`config.mk`:
```
export PLATFORM = sky130hd
export DESIGN_NAME = sprite_frame_sequencer_core
export DESIGN_NICKNAME = d
export VERILOG_FILES = /design/src/sv/sfs_pkg.sv /design/src/sv/sfs_ctrl.sv /design/src/sv/sfs_moddiv.sv /design/src/sv/sfs_datapath.sv /design/src/sv/sprite_frame_sequencer_core.sv
export SDC_FILE = /design/constraint.sdc
export NUM_CORES = 1
export LEC_CHECK = 0
export ABC_AREA = 1
export BUFFER_PORTS_ARGS = -buffer_cell sky130_fd_sc_hd__buf_4
export CORE_MARGIN = 2
export CORE_UTILIZATION = 42
export CTS_CLUSTER_SIZE = 30
export DETAILED_ROUTE_END_ITERATION = 8
export HOLD_SLACK_MARGIN = 0.06
export PLACE_DENSITY = 0.64
export RECOVER_POWER = 100
export SETUP_SLACK_MARGIN = 0.2
export SYNTH_ARGS = -nofsm -noshare
export SYNTH_HDL_FRONTEND = slang
export SYNTH_HIERARCHICAL = 1
export SYNTH_SLANG_ARGS = --single-unit
```
`constraint.sdc`:
```
create_clock -name clk -period 5.69 [get_ports clk]
set_input_delay 0.8535 -clock clk [delete_from_list [all_inputs] [get_ports clk]]
set_output_delay 0.8535 -clock clk [all_outputs]
set_load 0.02 [all_outputs]
```
`src/sv/sfs_pkg.sv`:
```
`default_nettype none
package sfs_pkg;

	localparam int MAX_FRAMES = 16;
	localparam int IDX_W      = $clog2(MAX_FRAMES);
	localparam int CNT_W      = $clog2(MAX_FRAMES + 1);
	localparam int DUR_W      = 16;
	localparam int TOTAL_W    = DUR_W + IDX_W;
	localparam int PROG_W     = 32;
	localparam int DIV_CNT_W  = $clog2(PROG_W + 1);
	localparam int OP_W       = 2;
	localparam int CFG_IDX_W  = 2;
	localparam int CFG_DATA_W = 5;

	typedef enum logic [OP_W-1:0] {
		OP_TICK    = 2'd0,
		OP_WRITE   = 2'd1,
		OP_RESTART = 2'd2
	} op_t;

	typedef enum logic [CFG_IDX_W-1:0] {
		CFG_LOOP_MODE = 2'd0,
		CFG_FRAMES    = 2'd1
	} cfg_reg_t;

	typedef enum logic [2:0] {
		ST_IDLE,
		ST_SUM,
		ST_DIV,
		ST_WALK,
		ST_DONE
	} state_t;

	typedef struct packed {
		logic accept;
		logic rd_en;
		logic sum_end;
	} cmd_t;

	typedef struct packed {
		logic n_zero;
		logic loop_mode;
		logic sum_done;
		logic total_zero;
		logic q_gt_total;
		logic div_done;
		logic walk_done;
	} status_t;

endpackage
`default_nettype wire

```
`src/sv/sfs_ctrl.sv`:
```
`default_nettype none
module sfs_ctrl
	import sfs_pkg::*;
(
	input  wire logic            clk,
	input  wire logic            arst_n,
	input  wire logic            start,
	input  wire logic [OP_W-1:0] opcode,
	input  wire status_t         status,
	output cmd_t                 cmd,
	output logic                 busy,
	output logic                 done
);

	state_t state_q;
	state_t state_d;
	logic   accept;

	assign accept = start && (state_q == ST_IDLE);

	always_ff @(posedge clk or negedge arst_n) begin
		if (!arst_n) begin
			state_q <= ST_IDLE;
		end else begin
			state_q <= state_d;
		end
	end

	always_comb begin
		state_d = state_q;
		case (state_q)
			ST_IDLE: begin
				if (accept) begin
					if (opcode != OP_TICK || status.n_zero) begin
						state_d = ST_DONE;
					end else if (status.loop_mode) begin
						state_d = ST_SUM;
					end else begin
						state_d = ST_WALK;
					end
				end
			end
			ST_SUM: begin
				if (status.sum_done) begin
					if (status.total_zero) begin
						state_d = ST_DONE;
					end else if (status.q_gt_total) begin
						state_d = ST_DIV;
					end else begin
						state_d = ST_WALK;
					end
				end
			end
			ST_DIV: begin
				if (status.div_done) begin
					state_d = ST_WALK;
				end
			end
			ST_WALK: begin
				if (status.walk_done) begin
					state_d = ST_DONE;
				end
			end
			ST_DONE: begin
				state_d = ST_IDLE;
			end
			default: begin
				state_d = ST_IDLE;
			end
		endcase
	end

	always_comb begin
		cmd.accept  = accept;
		cmd.rd_en   = (state_q == ST_SUM) || (state_q == ST_WALK);
		cmd.sum_end = (state_q == ST_SUM) && status.sum_done;
		busy        = (state_q != ST_IDLE);
		done        = (state_q == ST_DONE);
	end

endmodule
`default_nettype wire

```
`src/sv/sfs_moddiv.sv`:
```
`default_nettype none
// Restoring remainder unit, one dividend bit per cycle.
module sfs_moddiv
	import sfs_pkg::*;
(
	input  wire logic               clk,
	input  wire logic               arst_n,
	input  wire logic               start,
	input  wire logic [PROG_W-1:0]  dividend,
	input  wire logic [TOTAL_W-1:0] divisor,
	output logic                    done,
	output logic [TOTAL_W-1:0]      remainder
);

	logic [DIV_CNT_W-1:0] cnt_q;
	logic                 done_q;
	logic [PROG_W-1:0]    dvd_q;
	logic [TOTAL_W-1:0]   dsr_q;
	logic [TOTAL_W-1:0]   rem_q;
	logic [TOTAL_W:0]     trial;
	logic [TOTAL_W:0]     diff;

	assign trial = {rem_q, dvd_q[PROG_W-1]};
	assign diff  = trial - {1'b0, dsr_q};

	always_ff @(posedge clk or negedge arst_n) begin
		if (!arst_n) begin
			cnt_q  <= '0;
			done_q <= 1'b0;
		end else begin
			done_q <= (cnt_q == DIV_CNT_W'(1));
			if (start) begin
				cnt_q <= DIV_CNT_W'(PROG_W);
			end else if (cnt_q != '0) begin
				cnt_q <= cnt_q - 1'b1;
			end
		end
	end

	always_ff @(posedge clk) begin
		if (start) begin
			dvd_q <= dividend;
			dsr_q <= divisor;
			rem_q <= '0;
		end else if (cnt_q != '0) begin
			dvd_q <= {dvd_q[PROG_W-2:0], 1'b0};
			if (trial >= {1'b0, dsr_q}) begin
				rem_q <= diff[TOTAL_W-1:0];
			end else begin
				rem_q <= trial[TOTAL_W-1:0];
			end
		end
	end

	assign done      = done_q;
	assign remainder = rem_q;

endmodule
`default_nettype wire

```
`src/sv/sfs_datapath.sv`:
```
`default_nettype none
module sfs_datapath
	import sfs_pkg::*;
(
	input  wire logic                  clk,
	input  wire logic                  arst_n,
	input  wire cmd_t                  cmd,
	output status_t                    status,
	input  wire logic [OP_W-1:0]       opcode,
	input  wire logic [DUR_W-1:0]      elapsed_time,
	input  wire logic [IDX_W-1:0]      frame_select,
	input  wire logic [DUR_W-1:0]      duration_value,
	input  wire logic                  cfg_we,
	input  wire logic [CFG_IDX_W-1:0]  cfg_index,
	input  wire logic [CFG_DATA_W-1:0] cfg_data,
	output logic [IDX_W-1:0]           current_frame
);

	logic [DUR_W-1:0]   mem [MAX_FRAMES];

	logic               loop_q;
	logic [CNT_W-1:0]   frames_q;
	logic [PROG_W-1:0]  progress_q;
	logic [PROG_W-1:0]  q_q;
	logic [IDX_W-1:0]   frame_q;
	logic [CNT_W-1:0]   idx_q;
	logic [TOTAL_W-1:0] acc_q;
	logic [DUR_W-1:0]   rd_s1;
	logic [CNT_W-1:0]   rd_idx_s1;
	logic               rdv_s1;

	logic [CNT_W-1:0]   n_act;
	logic [PROG_W:0]    prog_sum;
	logic [PROG_W-1:0]  prog_next;
	logic [TOTAL_W-1:0] cum;
	logic               is_last;
	logic               hit;
	logic               div_start;
	logic               div_done;
	logic [TOTAL_W-1:0] div_rem;

	assign n_act = (frames_q > CNT_W'(MAX_FRAMES)) ? CNT_W'(MAX_FRAMES) : frames_q;

	// saturating progress add
	assign prog_sum  = {1'b0, progress_q} + {{(PROG_W+1-DUR_W){1'b0}}, elapsed_time};
	assign prog_next = prog_sum[PROG_W] ? '1 : prog_sum[PROG_W-1:0];

	// running sum including the beat now on the read port
	assign cum     = acc_q + {{(TOTAL_W-DUR_W){1'b0}}, rd_s1};
	assign is_last = (rd_idx_s1 == n_act - 1'b1);
	assign hit     = rdv_s1 && ((q_q <= PROG_W'(cum)) || is_last);

	assign div_start = cmd.sum_end && (cum != '0) && (q_q > PROG_W'(cum));

	sfs_moddiv u_moddiv (
		.clk       (clk),
		.arst_n    (arst_n),
		.start     (div_start),
		.dividend  (q_q - 1'b1),
		.divisor   (cum),
		.done      (div_done),
		.remainder (div_rem)
	);

	always_ff @(posedge clk) begin
		if (cmd.accept && opcode == OP_WRITE) begin
			mem[frame_select] <= duration_value;
		end
		rd_s1 <= mem[idx_q[IDX_W-1:0]];
	end

	always_ff @(posedge clk or negedge arst_n) begin
		if (!arst_n) begin
			loop_q     <= 1'b0;
			frames_q   <= CNT_W'(1);
			progress_q <= '0;
			q_q        <= '0;
			frame_q    <= '0;
			idx_q      <= '0;
			acc_q      <= '0;
			rd_idx_s1  <= '0;
			rdv_s1     <= 1'b0;
		end else begin
			if (cfg_we) begin
				case (cfg_index)
					CFG_LOOP_MODE: loop_q   <= cfg_data[0];
					CFG_FRAMES:    frames_q <= cfg_data[CNT_W-1:0];
					default: ;
				endcase
			end

			if (div_done) begin
				q_q <= PROG_W'(div_rem) + 1'b1;
			end

			if (cmd.accept) begin
				idx_q  <= '0;
				acc_q  <= '0;
				rdv_s1 <= 1'b0;
				case (opcode)
					OP_TICK: begin
						progress_q <= prog_next;
						q_q        <= prog_next;
					end
					OP_RESTART: begin
						progress_q <= '0;
						frame_q    <= '0;
					end
					default: ;
				endcase
			end else if (cmd.sum_end) begin
				idx_q  <= '0;
				acc_q  <= '0;
				rdv_s1 <= 1'b0;
				if (cum == '0) begin
					frame_q <= '0;
				end
			end else begin
				if (cmd.rd_en) begin
					idx_q     <= idx_q + 1'b1;
					rd_idx_s1 <= idx_q;
					rdv_s1    <= (idx_q < n_act);
				end
				if (rdv_s1) begin
					acc_q <= cum;
				end
				// frame only moves here while the sum or walk pass is reading
				if (hit && cmd.rd_en) begin
					frame_q <= rd_idx_s1[IDX_W-1:0];
				end
			end
		end
	end

	always_comb begin
		status.n_zero     = (n_act == '0);
		status.loop_mode  = loop_q;
		status.sum_done   = rdv_s1 && is_last;
		status.total_zero = (cum == '0);
		status.q_gt_total = (q_q > PROG_W'(cum));
		status.div_done   = div_done;
		status.walk_done  = hit;
	end

	assign current_frame = frame_q;

endmodule
`default_nettype wire

```
`src/sv/sprite_frame_sequencer_core.sv`:
```
`default_nettype none
// Sprite animation frame sequencer.
// Command channel: an item is taken on a clock edge with start high and busy low.
// opcode tick adds elapsed_time to the progress counter (saturating) and picks
// the frame; write stores duration_value for frame_select; restart clears
// progress and the shown frame. Each item yields one result: done pulses high
// for one cycle with current_frame valid. The receiver cannot stall; done is
// a pure strobe and the next item may start on the cycle after it.
// Write, restart and unused opcodes finish in the cycle after accept.
// A tick in once mode walks the duration memory, one entry per cycle, to
// pick the frame. In loop mode a totals pass over the memory comes first,
// and a wrap then runs the bit-serial remainder unit; the tick's length is
// set by the single memory read port and the one-bit-per-cycle remainder
// step.
// Config channel (cfg_valid/cfg_ready, always ready) writes loop_mode at
// index 0 and frames_in_use at index 1; write only while busy is low.
// Reset: progress and shown frame clear, loop_mode 0, frames_in_use 1;
// duration memory is unset until written.
module sprite_frame_sequencer_core
	import sfs_pkg::*;
(
	input  wire logic                  clk,
	input  wire logic                  arst_n,
	input  wire logic                  start,
	output logic                       busy,
	input  wire logic [OP_W-1:0]       opcode,
	input  wire logic [DUR_W-1:0]      elapsed_time,
	input  wire logic [IDX_W-1:0]      frame_select,
	input  wire logic [DUR_W-1:0]      duration_value,
	output logic                       done,
	output logic [IDX_W-1:0]           current_frame,
	input  wire logic                  cfg_valid,
	output logic                       cfg_ready,
	input  wire logic [CFG_IDX_W-1:0]  cfg_index,
	input  wire logic [CFG_DATA_W-1:0] cfg_data
);

	cmd_t    cmd;
	status_t status;

	assign cfg_ready = 1'b1;

	sfs_ctrl u_ctrl (
		.clk    (clk),
		.arst_n (arst_n),
		.start  (start),
		.opcode (opcode),
		.status (status),
		.cmd    (cmd),
		.busy   (busy),
		.done   (done)
	);

	sfs_datapath u_datapath (
		.clk            (clk),
		.arst_n         (arst_n),
		.cmd            (cmd),
		.status         (status),
		.opcode         (opcode),
		.elapsed_time   (elapsed_time),
		.frame_select   (frame_select),
		.duration_value (duration_value),
		.cfg_we         (cfg_valid & cfg_ready),
		.cfg_index      (cfg_index),
		.cfg_data       (cfg_data),
		.current_frame  (current_frame)
	);

endmodule
`default_nettype wire

```
==> results.py, run 1 <==
metrics = {
    "worst_setup_path": {
        "startpoint_type": "flop",
        "path_buf_inv": 3,
        "crit_chain": "clkinvlp_2 > clkbuf_2 > clkbuf_1 > o21ai_0 > o221ai_1 > nand3_1 > nand2_1",
        "reg2reg_to": "u_datapath/rd_s1[0]",
        "r2r_cells": 7,
        "slowest_delay_ps": 1160,
        "critical_path.top_delay_family": "buffers and inverters",
        "crit_path_max_fanout": 75,
        "cp_num_cells": 7,
        "crit_type": "flop to flop",
        "cp-end-kind": "flop",
        "slowest_stage": "clkinvlp_2",
        "worstPathRequired_ps": 6170,
        "r2r_slack_ps": 860,
        "arrival_ps": 5310,
        "reg2reg_from": "u_datapath/idx_q[0]",
    },
    "power_and_ir_drop": {
        "ir_drop_mv": 0.277,
        "powerDensity_nw_per_um2": 332,
        "power_leakage_uw": 0.0109,
        "p_total_uw": 8680,
    },
    "die": {
        "ioPinCount": 56,
        "die_x_um": 241,
        "rows": 86,
        "floorplan.initialDensity_pct": 42.7,
        "core_um2": 55300,
        "die_h_um": 241,
        "dieArea_um2": 58100,
    },
    "clocking": {
        "clk_latency_ps": 620,
        "clkTransAtPathRegs_ps": 60,
        "ctsHtreeMaxLevel": 2,
        "postCtsHoldBufs": 0,
        "clockBufferDepth": 3,
        "numCtsBuffers": 50,
        "cts.repair.resized": 0,
        "cts_tree": "built",
        "clock_sinks": 459,
        "cts_root_buffer": "clkbuf_16",
        "postCtsSetupRepairBufs": 0,
    },
    "sta": {
        "slew_viol_final": 160,
        "rsz0062_at_grt": "false",
        "worst_pin_slew_ps": 4040,
        "max_freq_mhz": 207,
        "fin_crit_sh_pct": 84.9,
        "fin_worst_skew_ps": 77.2,
        "fin_tns_setup_ps": 0,
        "fin_crit_ps": 4830,
        "max_slew_margin_pct": -169,
        "setup_viol": 0,
        "hold_viol_final": 0,
    },
    "grt": {
        "grtUsageTotal_pct": 21.3,
        "antenna_found_initial": 1,
        "grt_max_degree": 76,
        "grt_pass1_wl_mm": 96.6,
        "grt-ovfl-total": 0,
        "first_global_vias": 17700,
    },
    "place": {
        "gp_congestion": 0.908,
        "hpwl_mm": 41.6,
        "port_buffers": 54,
        "dp.cells": 3274,
    },
    "drt": {
        "dr.pass1.iters": 5,
        "wirelength_mm": 61.5,
        "viasPerCell": 5.35,
        "drtIter0Drc": 1516,
        "top_layer": "met4",
        "wl_per_cell_um": 18.3,
        "wl_met2_mm": 30.4,
        "num_vias": 18000,
        "wl_met3_mm": 3.25,
        "route.detailed.drc": 0,
        "wl_met1_mm": 26.0,
        "ant_nets": 0,
    },
    "worst_hold_path": {
        "min_from": "cfg_valid",
        "min_path_cells": 2,
        "min_to": "u_datapath/loop_q",
        "hp-class": "primary input to flop",
    },
    "synthesis": {
        "synth.cell_area_um2": 23600,
        "yosysSeqAreaShare_pct": 54.4,
        "synth-async-reset-ratio_pct": 25.1,
        "synth_fa_ha_area_share_pct": 4.60,
        "synth_compound_area_share_pct": 10.5,
        "yosys.area_share.simple_pct": 21.2,
        "yosysWarnings": 6,
        "syn_area_per_cell_um2": 9.32,
        "netlist_instances": 2533,
        "ys_dominant_reg_cell": "edfxtp_1",
        "synth_top_family_by_area": "simple AND/OR/NAND/NOR gates",
        "ys_types": 63,
        "muxShareOfSynthArea_pct": 0.186,
        "synthXorXnorAreaFrac_pct": 3.18,
        "syn-num-nets": 2667,
        "synth-edff-count": 308,
        "synth_seq_cells": 459,
    },
    "final_layout": {
        "finalNetCount": 2712,
        "layout-drive-gt1-share_pct": 8.32,
        "final_cells": 3369,
        "area_growth_pct": 10.9,
    },
    "run_status": {
        "violations": "max-capacitance violations, max-slew violations",
        "status": "finished, violations left",
    },
    "flow_run": {
        "max_cap_violations": 3,
    },
}
==> cells in the final DEF, fill, tap and decap left out, types with 15 or more instances in the layout <==
master and instances:
clkbuf_1 47, nor2_2 18, clkinv_1 18, nor3_1 29, inv_1 238, clkbuf_16 50
ha_1 82, xnor2_1 26, buf_4 42, nand2_1 572, nand3b_1 15, o221ai_1 52
nand3_1 161, a21oi_1 65, nor2_1 246, xor2_1 58, nand4_1 25, o21ai_0 238
inv_2 15, dfrtp_1 112, o22ai_1 20, edfxtp_1 308, dfxtp_1 36, nand2_2 15
==> sequential cells by signal (all words and copies together), names as in the netlist, 4 cells and up <==
signal,flops
u_datapath/u_moddiv/cnt_q,6
u_datapath/u_moddiv/dsr_q,20
u_datapath/rd_idx_s1,5
u_datapath/progress_q,32
u_datapath/u_moddiv/dvd_q,32
u_datapath/frames_q,5
u_datapath/current_frame,4
u_datapath/u_moddiv/remainder,20
u_datapath/acc_q,20
u_datapath/rd_s1,16
u_datapath/idx_q,5
u_datapath/q_q,32
u_datapath/mem,256
==> worst register-to-register path, stage by stage, from the launching register on <==
cell and delay [ps]:
dfrtp_4 890, clkinvlp_2 1250, clkbuf_2 1070, clkbuf_1 720, o21ai_0 320, o221ai_1 160
nand3_1 190, nand2_1 110
==> power breakdown <==
part	total [uW]	switching (uW)	internal, uW	leakage, uW
registers	3800	92.0	3710	0.00433
logic	1680	1120	561	0.00571
clock network	3200	1350	1850	0.000814
==> through the flow <==
step,worst slack (ps),hold WS (ps),utilization [%],area [um^2]
2_1_floorplan,977,453,-,23600
3_3_place_gp,1400,471,44.9,24800
3_5_place_dp,1270,474,44.9,24800
4_1_cts,1190,424,47.8,26500
5_1_grt,504,449,47.3,26200
6_report,860,449,47.3,26200
==> synth_stat cells, drive strengths merged, types with 3 or more instances <==
library cell,instances,area (um^2)
a21o,3,22.5
a21oi,67,362
buf,19,134
clkbuf,73,284
clkinv,7,26.3
dfrtp,114,2850
dfxtp,36,721
edfxtp,308,9250
fa,3,60.1
ha,82,1030
inv,254,953
mux2,3,33.8
nand2,588,2270
nand3,176,988
nand3b,15,113
nand4,27,190
nor2,271,1100
nor3,38,246
nor4,5,31.3
o211ai,14,110
o21a,5,37.5
o21ai,245,1250
o21bai,5,48.8
o221ai,52,455
o22ai,20,125
o31ai,4,30.0
or2,5,31.3
xnor2,26,235
xor2,58,516
==> cell type report <==
| class | count | area [um^2] |
|---|---|---|
| Fill cell | 5270 | 29100 |
| Sequential cell | 459 | 12900 |
| Multi-Input combinational cell | 1721 | 9270 |
| Clock buffer | 64 | 1370 |
| Inverter | 261 | 981 |
| Tap cell | 748 | 936 |
| Timing Repair Buffer | 85 | 483 |
| Clock inverter | 30 | 265 |
| Antenna cell | 1 | 2.50 |
==> cells by family (layout without fill, tap and decap cells) <==
logic type,count (synthesis),in the layout
xor gates and xnor gates,84,84
and+or+nand+nor,1127,1127
adders and majority gates,85,85
buffers and inverters,353,440
muxes,4,4
AOI/OAI and AO/OA,420,420
DFF,459,459
other,1,2
==> layer usage <==
layer  GRT usage [%]  vias to the layer above
met3            3.50                      105
met4            7.65                        0
met2            36.5                      478
met5               0                        -
li1                -                     8734
met1            27.1                     8700
==> worst max-delay path by stage <==
stage	startpoint	end	slack [ps]
3_3_place_gp	u_datapath/acc_q[7]	u_datapath/u_moddiv/dvd_q[0]	1400
5_1_grt	u_datapath/idx_q[0]	u_datapath/rd_s1[0]	500
3_5_place_dp	u_datapath/acc_q[7]	u_datapath/u_moddiv/dvd_q[0]	1270
2_1_floorplan	u_datapath/acc_q[8]	u_datapath/u_moddiv/dvd_q[0]	980
4_1_cts	u_datapath/acc_q[7]	u_datapath/u_moddiv/dvd_q[12]	1190
6_report	u_datapath/idx_q[0]	u_datapath/rd_s1[0]	860
Power figures use the tool's default switching activity.
==> run 2: changes to the inputs <==
ABC_AREA = 0   (was 1)
PLACE_DENSITY = 0.66   (was 0.64)
clock period = 4.1 ns   (was 5.69 ns; I/O delays follow)
==> run 2 against run 1 <==
Net effect:
- the run ends with max-capacitance violations, max-slew violations, negative setup slack left
- utilization increased by 3.6 points
- fmax is 6.0% higher
- via count is 13% lower
- non-clock buffer count is 139 higher
- global-route usage is 1.1 points lower
- routed wire length down 8.0%
- register-to-register slack worse by 1300 ps
- highest routed layer unchanged
==> results.py, run 2 <==
metrics = {
    "run_status": {
        "status": "finished, violations left",
        "violations": "max-capacitance violations, max-slew violations, negative setup slack",
    },
    "grt": {
        "grt_max_degree": 70,
        "grtUsageTotal_pct": 20.1,
        "grt-ovfl-total": 0,
        "first_global_vias": 15900,
        "antenna_found_initial": 1,
        "grt_pass1_wl_mm": 89.0,
    },
    "drt": {
        "ant_nets": 0,
        "num_vias": 15700,
        "wirelength_mm": 56.6,
        "drtIter0Drc": 1338,
        "dr.pass1.iters": 7,
        "wl_per_cell_um": 20.6,
        "viasPerCell": 5.69,
        "route.detailed.drc": 0,
    },
    "synthesis": {
        "yosysWarnings": 6,
        "yosysTopAreaCell": "edfxtp_1",
        "netlist_instances": 1824,
        "muxShareOfSynthArea_pct": 11.0,
        "yosysTopAreaCellShare_pct": 40.4,
        "synth_fa_ha_area_share_pct": 4.75,
        "synth.cell_area_um2": 22900,
        "synth_seq_cells": 459,
        "yosys.area_share.simple_pct": 11.2,
        "synth_area_leaders": "edfxtp_1 (40%), dfrtp_1 (12%), mux4_2 (7.9%)",
        "synth_compound_area_share_pct": 10.1,
        "synth-async-reset-ratio_pct": 25.1,
        "ys_types": 88,
        "synthXorXnorAreaFrac_pct": 3.83,
        "ys_top_cells_by_count": "edfxtp_1 (308), nand2_1 (144), nor2_1 (127)",
        "ys_dominant_reg_cell": "edfxtp_1",
        "synth_top_family_by_area": "simple AND/OR/NAND/NOR gates",
        "syn-num-nets": 1958,
        "yosysSeqAreaShare_pct": 56.2,
        "synthMostInstantiatedCell": "edfxtp_1",
        "syn_area_per_cell_um2": 12.5,
        "synth-edff-count": 308,
    },
    "clocking": {
        "clk_latency_ps": 610,
        "ctsHtreeMaxLevel": 2,
        "clock_sinks": 459,
        "cts_root_buffer": "clkbuf_16",
        "cts_tree": "built",
        "postCtsHoldBufs": 0,
        "clockBufferDepth": 3,
        "clkTransAtPathRegs_ps": 60,
        "numCtsBuffers": 47,
    },
    "worst_setup_path": {
        "crit_path_max_fanout": 5,
        "startpoint_type": "flop",
        "worstPathRequired_ps": 4420,
        "startpoint": "u_datapath/acc_q[2]",
        "arrival_ps": 4870,
        "cp-end-kind": "flop",
        "crit_type": "flop to flop",
        "reg2reg_from": "u_datapath/acc_q[2]",
    },
    "sta": {
        "max_freq_mhz": 219,
        "fin_crit_ps": 4560,
        "hold_viol_final": 0,
        "setup_slack_ps": -457,
        "slew_viol_final": 70,
        "whs_ps": 247,
        "setup_viol": 117,
        "fin_tns_setup_ps": -39060,
        "fin_worst_skew_ps": 45.8,
        "worst_pin_slew_ps": 1780,
        "fin_crit_sh_pct": 111,
        "rsz0062_at_grt": "true",
        "max_slew_margin_pct": -19.0,
    },
    "die": {
        "rows": 85,
        "floorplan.initialDensity_pct": 42.5,
        "die_x_um": 237,
        "dieArea_um2": 56300,
        "core_um2": 53800,
        "die_h_um": 237,
        "ioPinCount": 56,
    },
    "worst_hold_path": {
        "hp-class": "primary input to flop",
        "min_from": "cfg_data[4]",
    },
    "final_layout": {
        "area_growth_pct": 19.7,
        "largest_register": "u_datapath/mem",
        "multi_input_area_um2": 9990,
        "finalNetCount": 2153,
        "largest_reg_flops": 256,
        "layout-drive-gt1-share_pct": 23.4,
        "final-seq-area_um2": 12900,
        "fillCellCount": 4577,
        "n_antenna_cell": 0,
        "design_area_um2": 27400,
        "final_common_cell": "edfxtp_1",
        "final_cell_mix": "edfxtp_1 (308), nand2_1 (141), buf_4 (134)",
    },
    "power_and_ir_drop": {
        "powerDensity_nw_per_um2": 808,
        "p_total_uw": 22100,
        "power_leakage_uw": 0.0105,
        "ir_drop_mv": 0.421,
    },
    "place": {
        "gp_congestion": 0.860,
        "port_buffers": 54,
        "pre_cts_ws_ps": -495,
        "hpwl_mm": 37.6,
        "place_area_um2": 25000,
    },
    "flow_run": {
        "max_cap_violations": 1,
    },
}
## run 2: path summary, 6_finish.rpt
path                            depth (start not counted)  slack (ps)                             to
worst min-delay path                                    2         250         u_datapath/frames_q[4]
worst max register to register                         20        -460  u_datapath/u_moddiv/dvd_q[19]
worst min register to register                          2         480       u_datapath/progress_q[7]
max in group asynchronous                               3        1610      u_datapath/progress_q[10]
worst max-delay path                                   20        -460  u_datapath/u_moddiv/dvd_q[19]
min in group asynchronous                               1         500             u_datapath/q_q[20]
## run 2: metal layers
metal,vias up,routed length [um],track usage [%]
met5,-,0,0
met4,0,1770,6.96
met3,110,3170,3.04
met2,450,28100,34.3
met1,7839,23600,26.3
li1,7275,-,-
## run 2: final cells by class
class / instances / share of cell area, %
tap: 696 / 3.18
multi-input combinational: 1208 / 36.5
clock buffer: 59 / 4.53
timing repair buffer: 224 / 6.54
inverter: 79 / 1.11
clock inverter: 28 / 1.22
sequential: 459 / 46.9
## run 2: stage by stage
stage	std cells	utilization, %
6_report	2753	50.9
5_1_grt	2753	50.9
3_3_place_gp	2623	46.4
2_1_floorplan	1824	-
4_1_cts	2746	51.0
3_5_place_dp	2623	46.4
## run 2: repair_timing
action	in CTS	in global routing
cloned	10	0
pin swaps	25	3
endpoints found under the hold margin	0	0
buffers inserted	26	7
gates resized for setup	84	31
endpoints found under the setup margin	117	117
## run 2: critical path, stage by stage, from the launching register on
cell,delay [ps]
dfrtp_1,420
ha_4,290
o21ai_0,70
o21bai_1,300
a2111oi_4,130
buf_4,150
o21ba_2,190
or2_4,250
ha_4,270
nand4_1,180
a2111oi_4,380
a211oi_2,60
o21ai_1,200
nand3_1,140
nand4b_1,180
o31ai_4,100
inv_2,120
o211a_4,260
buf_12,140
buf_12,110
mux2_2,330
## run 2: report_power, final
| group | internal, uW | total (uW) | switching (uW) |
|---|---|---|---|
| Combinational | 5350 | 10800 | 5470 |
| Clock | 2500 | 4370 | 1870 |
| Sequential | 5910 | 6950 | 1040 |
## run 2: cells by family after synthesis
logic type,Yosys count
flip-flops,459
AND/OR/NAND/NOR,518
adder cells (fa/ha/maj),85
buffers and inverters,162
multiplexers,146
AO/OA/AOI/OAI,353
XOR/XNOR,100
other,1
